==> src/wvm_pkg.sv <==
package wvm_pkg;

	localparam int TABLE_ADDR_BITS_DEF = 10;
	localparam int SAMPLE_WIDTH_DEF    = 16;
	localparam int PHASE_FRAC_BITS_DEF = 12;
	localparam int VOLUME_SHIFT_DEF    = 8;

	localparam logic [3:0] TABLE_SIZE_LOG2_RST = 4'd10;

	localparam logic [1:0] OP_MIX       = 2'd0;
	localparam logic [1:0] OP_WRITE     = 2'd1;
	localparam logic [1:0] OP_SET_PHASE = 2'd2;

	typedef struct packed {
		logic [1:0]          opcode;
		logic [9:0]          table_address;
		logic signed [15:0]  table_data;
		logic [31:0]         phase_value;
		logic [31:0]         phase_step;
		logic [7:0]          volume;
		logic signed [31:0]  mix_in;
		logic                last_in;
	} in_item_t;

	typedef struct packed {
		logic signed [31:0]  mix_out;
		logic                last_out;
	} out_item_t;

	typedef struct packed {
		logic [7:0]          volume;
		logic signed [31:0]  mix_in;
		logic                last_in;
	} mix_side_t;

	typedef struct packed {
		logic valid;
		logic ready;
	} stage_hs_t;

endpackage

==> src/wvm_mix.sv <==
module wvm_mix #(
	parameter int SAMPLE_WIDTH = wvm_pkg::SAMPLE_WIDTH_DEF,
	parameter int VOLUME_SHIFT = wvm_pkg::VOLUME_SHIFT_DEF
) (
	input  logic                    clk,
	input  logic                    arst_n,
	input  logic                    s1_valid,
	output logic                    s1_ready,
	input  logic [SAMPLE_WIDTH-1:0] sample_s1,
	input  wvm_pkg::mix_side_t      side_s1,
	output logic                    out_valid,
	input  logic                    out_ready,
	output wvm_pkg::out_item_t      out_data
);

	localparam int PW = SAMPLE_WIDTH + 9;

	logic                 v_s2;
	logic signed [PW-1:0] prod_s2;
	logic signed [31:0]   mix_s2;
	logic                 last_s2;
	logic                 en_out;
	logic                 en_s2;
	logic signed [PW-1:0] prod;
	logic signed [63:0]   prod_ext;
	logic signed [63:0]   prod_shr;
	wvm_pkg::stage_hs_t   out_hs;

	assign en_out   = !out_valid || out_ready;
	assign en_s2    = !v_s2 || en_out;
	assign s1_ready = en_s2;

	assign prod     = $signed(sample_s1) * $signed({1'b0, side_s1.volume});
	assign prod_ext = {{(64-PW){prod_s2[PW-1]}}, prod_s2};
	assign prod_shr = prod_ext >>> VOLUME_SHIFT;

	always_ff @(posedge clk or negedge arst_n) begin
		if (!arst_n) begin
			v_s2      <= 1'b0;
			out_valid <= 1'b0;
		end else begin
			if (en_s2) begin
				v_s2 <= s1_valid;
			end
			if (en_out) begin
				out_valid <= v_s2;
			end
		end
	end

	always_ff @(posedge clk) begin
		if (en_s2 && s1_valid) begin
			prod_s2 <= prod;
			mix_s2  <= side_s1.mix_in;
			last_s2 <= side_s1.last_in;
		end
		if (en_out && v_s2) begin
			out_data.mix_out  <= mix_s2 + prod_shr[31:0];
			out_data.last_out <= last_s2;
		end
	end

	assign out_hs = '{valid: out_valid, ready: out_ready};

	a_s2_holds: assert property (@(posedge clk) disable iff (!arst_n)
		v_s2 && out_hs.valid && !out_hs.ready |=> v_s2 && $stable(prod_s2) && $stable(mix_s2))
		else $error("stalled s2 beat changed");

	a_no_s1_loss: assert property (@(posedge clk) disable iff (!arst_n)
		s1_valid && !s1_ready |-> v_s2 && out_valid && !out_ready)
		else $error("s1 stalled without full downstream");

endmodule

==> config.mk <==
export PLATFORM = sky130hd
export DESIGN_NAME = wvm_mix
export DESIGN_NICKNAME = d
export VERILOG_FILES = /design/src/wvm_pkg.sv /design/src/wvm_mix.sv
export SDC_FILE = /design/constraint.sdc
export NUM_CORES = 1
export LEC_CHECK = 0
export ABC_CLOCK_PERIOD_IN_PS = 3950
export BUFFER_PORTS_ARGS = -buffer_cell sky130_fd_sc_hd__buf_2
export CORE_MARGIN = 4
export CORE_UTILIZATION = 38
export DETAILED_ROUTE_END_ITERATION = 7
export SYNTH_ARGS = -nofsm -noshare
export SYNTH_HDL_FRONTEND = slang
export SYNTH_SLANG_ARGS = --single-unit
==> constraint.sdc <==
create_clock -name clk -period 3.95 [get_ports clk]
set_input_delay 0.5925 -clock clk [delete_from_list [all_inputs] [get_ports clk]]
set_output_delay 0.5925 -clock clk [all_outputs]
set_load 0.01 [all_outputs]
==> flow_metrics.env, run 1 <==
export IMPL_status="finished, violations left"
export IMPL_violations="setup timing"
export IMPL_async_flop_share=0.0235
export IMPL_gr_total_overflow=0
export IMPL_ff2ff_path_depth=8
export IMPL_fp_dieH_um=159
export IMPL_layout_commonest_cell="inv_1"
export IMPL_worstReg2RegEnd="out_data[31]"
export IMPL_cpMostUsedCell="fa_1"
export IMPL_powerDensity_mw_per_mm2=769
export IMPL_seq_area_frac_synth=0.293
export IMPL_place_congestion=0.828
export IMPL_irDropWorstVdd_v=0.000372
export IMPL_path_buf_inv=5
export IMPL_maxCapViolations=0
export IMPL_antenna_found_initial=0
export IMPL_start_kind="primary input"
export IMPL_ys_ff_latch=85
export IMPL_grt_max_degree=34
export IMPL_yosys_warnings=0
export IMPL_clock_fmax_mhz=226
export IMPL_final_cell_mix="inv_1, fa_1, edfxtp_1, buf_4, buf_2"
export IMPL_wl_met3_um=667
export IMPL_worst_pin_slew_ps=601
export IMPL_syn_area_sq_mm=0.00868
export IMPL_first_iter_violations=226
export IMPL_wl_met2_mm=8.82
export IMPL_final_area_sq_mm=0.0112
export IMPL_dp_cells=1284
export IMPL_tns_ps=-4860
export IMPL_grt_setup_unrepaired="true"
export IMPL_slowest_delay_ps=540
export IMPL_drt_pass1_iterations=4
export IMPL_insertion_delay_ps=340
export IMPL_cts_htree_levels=3
export IMPL_drt_wirelength_per_cell_um=14.2
export IMPL_layout_min_cycle_time_ps=4420
export IMPL_path_clk_slew_ps=70
export IMPL_io_buffers=95
export IMPL_setup_viol=14
export IMPL_fin_cells=1313
export IMPL_hold_viol=0
export IMPL_required_ps=4030
export IMPL_finalCritPeriodShare=1.12
export IMPL_core_area_sq_mm=0.0226
export IMPL_synth_top_cell_area_share=0.287
export IMPL_drive_above_1_share=0.305
export IMPL_start_util=0.384
export IMPL_routed_top_layer="met4"
export IMPL_n_antenna_cell=0
export IMPL_slew_violations=0
export IMPL_clock_sinks=85
export IMPL_leakage_nw=5.07
export IMPL_cts_tree="built"
export IMPL_area_growth_pct=28.6
export IMPL_syn_inst=845
export IMPL_rows=55
export IMPL_track_usage=0.149
export IMPL_path_class="in -> reg"
export IMPL_ctsHoldBuffers=0
export IMPL_drcViolationCount=0
export IMPL_ys_types=54
export IMPL_yosys_most_used_dff="edfxtp_1"
export IMPL_placed_cell_area_sq_mm=0.0103
export IMPL_cp_startpoint="side_s1[37]"
export IMPL_syn_mean_instance_area_sq_um=10.3
export IMPL_power_total_mw=8.58
export IMPL_hpwlAfterDp_mm=15.5
export IMPL_critPathSlowestCell="fa_1"
export IMPL_clock_tree_root_cell="clkbuf_16"
export IMPL_fin_skew_ps=13.7
export IMPL_antenna_left=0
export IMPL_grt_pass1_vias=6505
export IMPL_die_w_um=159
export IMPL_routed_wl_mm=18.7
export IMPL_worstPathArrival_ps=4500
export IMPL_cts_buffers=9
export IMPL_r2r_start="prod_s2[24]"
export IMPL_synth_edff_count=83
export IMPL_cp_top_family="adder cells"
export IMPL_vias=6281
export IMPL_relSlewSlack=0.600
export IMPL_setup_ws_ps=-467
export IMPL_grt_first_pass_wirelength_mm=31.5
export IMPL_path_cells="buf_12, buf_6, and2_4, fa_1, fa_2, fa_1, inv_2, fa_1, inv_2, ha_4, nand3_4, a2111oi_4, a21boi_2, buf_4, and2_4, o21a_1, xnor2_1"
export IMPL_yosys_area_top_type="edfxtp_1"
export IMPL_layout_nets=1263
export IMPL_clock_path_buffers=2
export IMPL_hold_path_class="in -> async"
export IMPL_synth_area_leaders="edfxtp_1, fa_1, ha_1"
export IMPL_vias_per_cell=4.78
export IMPL_worst_path_max_fanout=6
export IMPL_cp_end_kind="flop"
export IMPL_wl_met1_mm=8.85
export IMPL_ios=96
export IMPL_synth_fp_nets=1085
export IMPL_r2r_slack_ps=1030
export IMPL_postLayoutCoreUtil=0.494
export IMPL_dieArea_sq_mm=0.0253
state kept, by name, summed over array words and instances (netlist names):
name	count
v_s2	1
last_s2	1
prod_s2	17
mix_s2	32
out_data	33
out_valid	1
stage by stage:
stage / hold WS (ps) / setup slack [ps]
6_report: 14.9 / -467
4_1_cts: 1.60 / -432
3_3_place_gp: 379 / -1060
5_1_grt: 3.72 / -583
2_1_floorplan: 297 / -599
3_5_place_dp: 379 / -1140
power breakdown:
| group | internal [mW] | total [mW] | switching [mW] |
|---|---|---|---|
| sequential | 1.56 | 1.67 | 0.104 |
| combinational | 3.02 | 6.13 | 3.10 |
| clock | 0.434 | 0.786 | 0.352 |
| total | 5.02 | 8.58 | 3.56 |
area by class of cell:
class / instances / area, sq um
clock buffer: 9 / 225
clock inverter: 7 / 56.3
tap: 285 / 357
inverter: 153 / 577
timing repair buffer: 181 / 1410
fill: 2114 / 11400
sequential: 85 / 2540
multi-input combinational: 593 / 5990
worst max path at each step:
stage	end	slack (ps)	cells past startpoint
CTS	prod_s2[20]	-430	18
finish	prod_s2[18]	-470	17
detailed placement	prod_s2[24]	-1140	17
global route	prod_s2[20]	-580	18
global placement	prod_s2[24]	-1060	17
floorplan	prod_s2[20]	-600	17
what timing repair did:
item / in CTS / in global routing
setup buffers: 6 / 6
hold endpoints to repair: 0 / 0
resized for setup: 73 / 74
gates cloned: 1 / 1
pin swaps: 40 / 35
setup endpoints to repair: 17 / 17
cell usage after synthesis (7+ instances only):
cell type / count
xnor2_1: 33
a21o_1: 12
o21ai_1: 9
ha_1: 77
inv_1: 153
fa_1: 102
o211ai_1: 9
o21a_1: 7
clkbuf_1: 14
nand2b_1: 9
o21ai_0: 11
a21oi_1: 42
and2_1: 81
edfxtp_1: 83
nand3_1: 13
xor2_1: 17
nand2_1: 80
nor2_1: 22
metal layers:
metal	GRT usage	vias up
met3	0.0155	23
met4	0.0477	0
met1	0.209	2986
li1	-	3138
met2	0.244	134
met5	0	-
logic make-up after synthesis:
kind of cell,share of synthesized area
AOI/OAI and AO/OA,0.0992
xor gates and xnor gates,0.0505
adders and majority gates,0.346
buffers and inverters,0.0722
DFF,0.293
and+or+nand+nor,0.139
Note: power is estimated with default switching activity, not from simulation.
==> run 2, diff against run 1 <==
- BUFFER_PORTS_ARGS: -buffer_cell sky130_fd_sc_hd__buf_2 -> -buffer_cell sky130_fd_sc_hd__buf_4
==> run 2 against run 1 <==
  * The flow still finishes with violations (setup timing)
  * Register-to-register slack worse by 60 ps
  * Highest routed layer unchanged
  * Combinational power rose by 3.9%
  * Largest power group unchanged
  * Critical endpoint unchanged
  * Flip-flop and latch count did not move
  * Clock skew increased by 1.2 ps
  * Cell area increased by 2.7%
  * Largest cell class unchanged
  * Die area unchanged
  * Hold slack improved by 400 ps
  * First-iteration DRC count shrank 13%
  * Critical path type unchanged
==> flow_metrics.env, run 2 (same netlist as run 1, synthesis figures left out) <==
export IMPL_status="finished, violations left"
export IMPL_violations="setup timing"
export IMPL_routed_wl_mm=18.5
export IMPL_layout_nets=1269
export IMPL_vias=6267
export IMPL_cp_startpoint="sample_s1[6]"
export IMPL_io_buffers=95
export IMPL_relSlewSlack=0.486
export IMPL_worst_pin_slew_ps=772
export IMPL_power_frac_seq=0.189
export IMPL_core_area_sq_mm=0.0226
export IMPL_fin_cells=1319
export IMPL_largest_register_ff_count=33
export IMPL_hold_path_class="in -> reg"
export IMPL_n_antenna_cell=0
export IMPL_drt_wirelength_per_cell_um=14.0
export IMPL_ios=96
export IMPL_fin_hold_ws_ps=415
export IMPL_worstPathArrival_ps=4460
export IMPL_vias_per_cell=4.75
export IMPL_leakage_nw=5.21
export IMPL_cp_top_family="adder cells"
export IMPL_path_buf_inv=4
export IMPL_dieArea_sq_mm=0.0253
export IMPL_grt_max_degree=35
export IMPL_clock_fmax_mhz=229
export IMPL_cp_end_kind="flop"
export IMPL_insertion_delay_ps=350
export IMPL_final_cell_mix="buf_4, inv_1, fa_1, edfxtp_1, and2_1"
export IMPL_antenna_found_initial=0
export IMPL_reg_top3="out_data: 33 flops, mix_s2: 32 flops, prod_s2: 17 flops"
export IMPL_r2r_slack_ps=970
export IMPL_tns_ps=-3960
export IMPL_start_util=0.384
export IMPL_setup_viol=14
export IMPL_cts_htree_levels=3
export IMPL_first_iter_violations=196
export IMPL_layout_min_cycle_time_ps=4370
export IMPL_slowest_delay_ps=580
export IMPL_hpwlAfterDp_mm=15.2
export IMPL_gr_total_overflow=0
export IMPL_powerDensity_mw_per_mm2=774
export IMPL_fp_dieH_um=159
export IMPL_cpMostUsedCell="fa_1"
export IMPL_ff2ff_path_depth=8
export IMPL_track_usage=0.148
export IMPL_power_total_mw=8.87
export IMPL_postLayoutCoreUtil=0.508
export IMPL_die_w_um=159
export IMPL_irDropWorstVdd_v=0.000356
export IMPL_clock_sinks=85
export IMPL_preCtsSetupSlack_ps=-913
export IMPL_hold_viol=0
export IMPL_r2r_start="prod_s2[24]"
export IMPL_p_comb_frac=0.719
export IMPL_dp_cells=1287
export IMPL_clock_path_buffers=2
export IMPL_maxCapViolations=0
export IMPL_worstReg2RegEnd="out_data[31]"
export IMPL_grt_setup_unrepaired="true"
export IMPL_p_sw_mw=3.60
export IMPL_antenna_left=0
export IMPL_cts_tree="built"
export IMPL_min_delay_path_depth=1
export IMPL_path_class="in -> reg"
export IMPL_slew_violations=0
export IMPL_drive_above_1_share=0.306
export IMPL_rows=55
export IMPL_clock_tree_root_cell="clkbuf_16"
export IMPL_drt_pass1_iterations=6
export IMPL_regMostFlops="out_data"
export IMPL_path_clk_slew_ps=70
export IMPL_finalCritPeriodShare=1.11
export IMPL_cts_buffers=9
export IMPL_final_area_sq_mm=0.0115
export IMPL_pwr_share_clk=0.092
export IMPL_fin_skew_ps=14.9
export IMPL_area_growth_pct=32.1
export IMPL_placed_cell_area_sq_mm=0.0105
export IMPL_switching_share=0.406
export IMPL_critPathSlowestCell="fa_2"
export IMPL_hp_start="side_s1[32]"
export IMPL_holdPathEnd="mix_s2[31]"
export IMPL_place_congestion=0.841
export IMPL_start_kind="primary input"
export IMPL_setup_ws_ps=-424
export IMPL_required_ps=4040
export IMPL_internal_power_mw=5.27
export IMPL_path_cells="buf_12, and2_4, fa_2, fa_1, fa_1, inv_1, fa_1, inv_2, ha_4, nand2_1, a2bb2oi_2, a221o_1, buf_4, and2_4, o21a_1, xnor2_2"
export IMPL_layout_commonest_cell="buf_4"
export IMPL_grt_pass1_vias=6493
export IMPL_worst_path_max_fanout=7
export IMPL_grt_first_pass_wirelength_mm=31.4
export IMPL_drcViolationCount=0
[run 2: changes by cell type in the layout (fill, tap and decap cells not counted), moves of 3 or more]
| cell | delta |
|---|---|
| buf_2 | -73 |
| buf_4 | +78 |
| buf_6 | -3 |
| fa_1 | +4 |
| fa_2 | -4 |
| inv_1 | +4 |
| inv_2 | -4 |
| inv_6 | -3 |
| inv_8 | +3 |
| nand2_1 | -5 |
| nand2_4 | +3 |
[run 2: final cells by class]
class / instances / area [sq um]
clock buffer: 9 / 225
fill: 2099 / 11100
tap: 285 / 357
clock inverter: 7 / 66.3
multi-input combinational: 593 / 6020
timing repair buffer: 187 / 1670
sequential: 85 / 2540
inverter: 153 / 577
[run 2: worst max-delay path by stage]
stage	endpoint	slack, ps	cells past startpoint
2_1_floorplan	prod_s2[20]	-600	17
3_3_place_gp	prod_s2[18]	-900	17
3_5_place_dp	prod_s2[20]	-910	17
4_1_cts	prod_s2[18]	-420	16
5_1_grt	prod_s2[19]	-540	18
6_report	prod_s2[18]	-420	16
[run 2: timing repair]
item	in CTS	in global routing
endpoints found under the setup margin	16	17
gates cloned	1	2
hold endpoints to repair	2	0
pin swaps	37	34
buffers inserted	8	5
hold buffers	1	0
gates resized for setup	82	39
[run 2: power by group through the flow]
stage	logic (mW)	clock network (mW)	registers (mW)
finish	6.37	0.814	1.68
global route	7.14	0.877	1.71
CTS	6.22	0.837	1.69
detailed placement	5.61	0	1.70
global placement	5.55	0	1.70
floorplan	3.80	0	1.77
[run 2: layer usage]
layer,global-route usage,vias up,share of wire
met2,0.247,109,0.48
li1,-,3149,-
met4,0.0387,0,0.017
met3,0.0168,22,0.027
met1,0.207,2987,0.48
met5,0,-,0
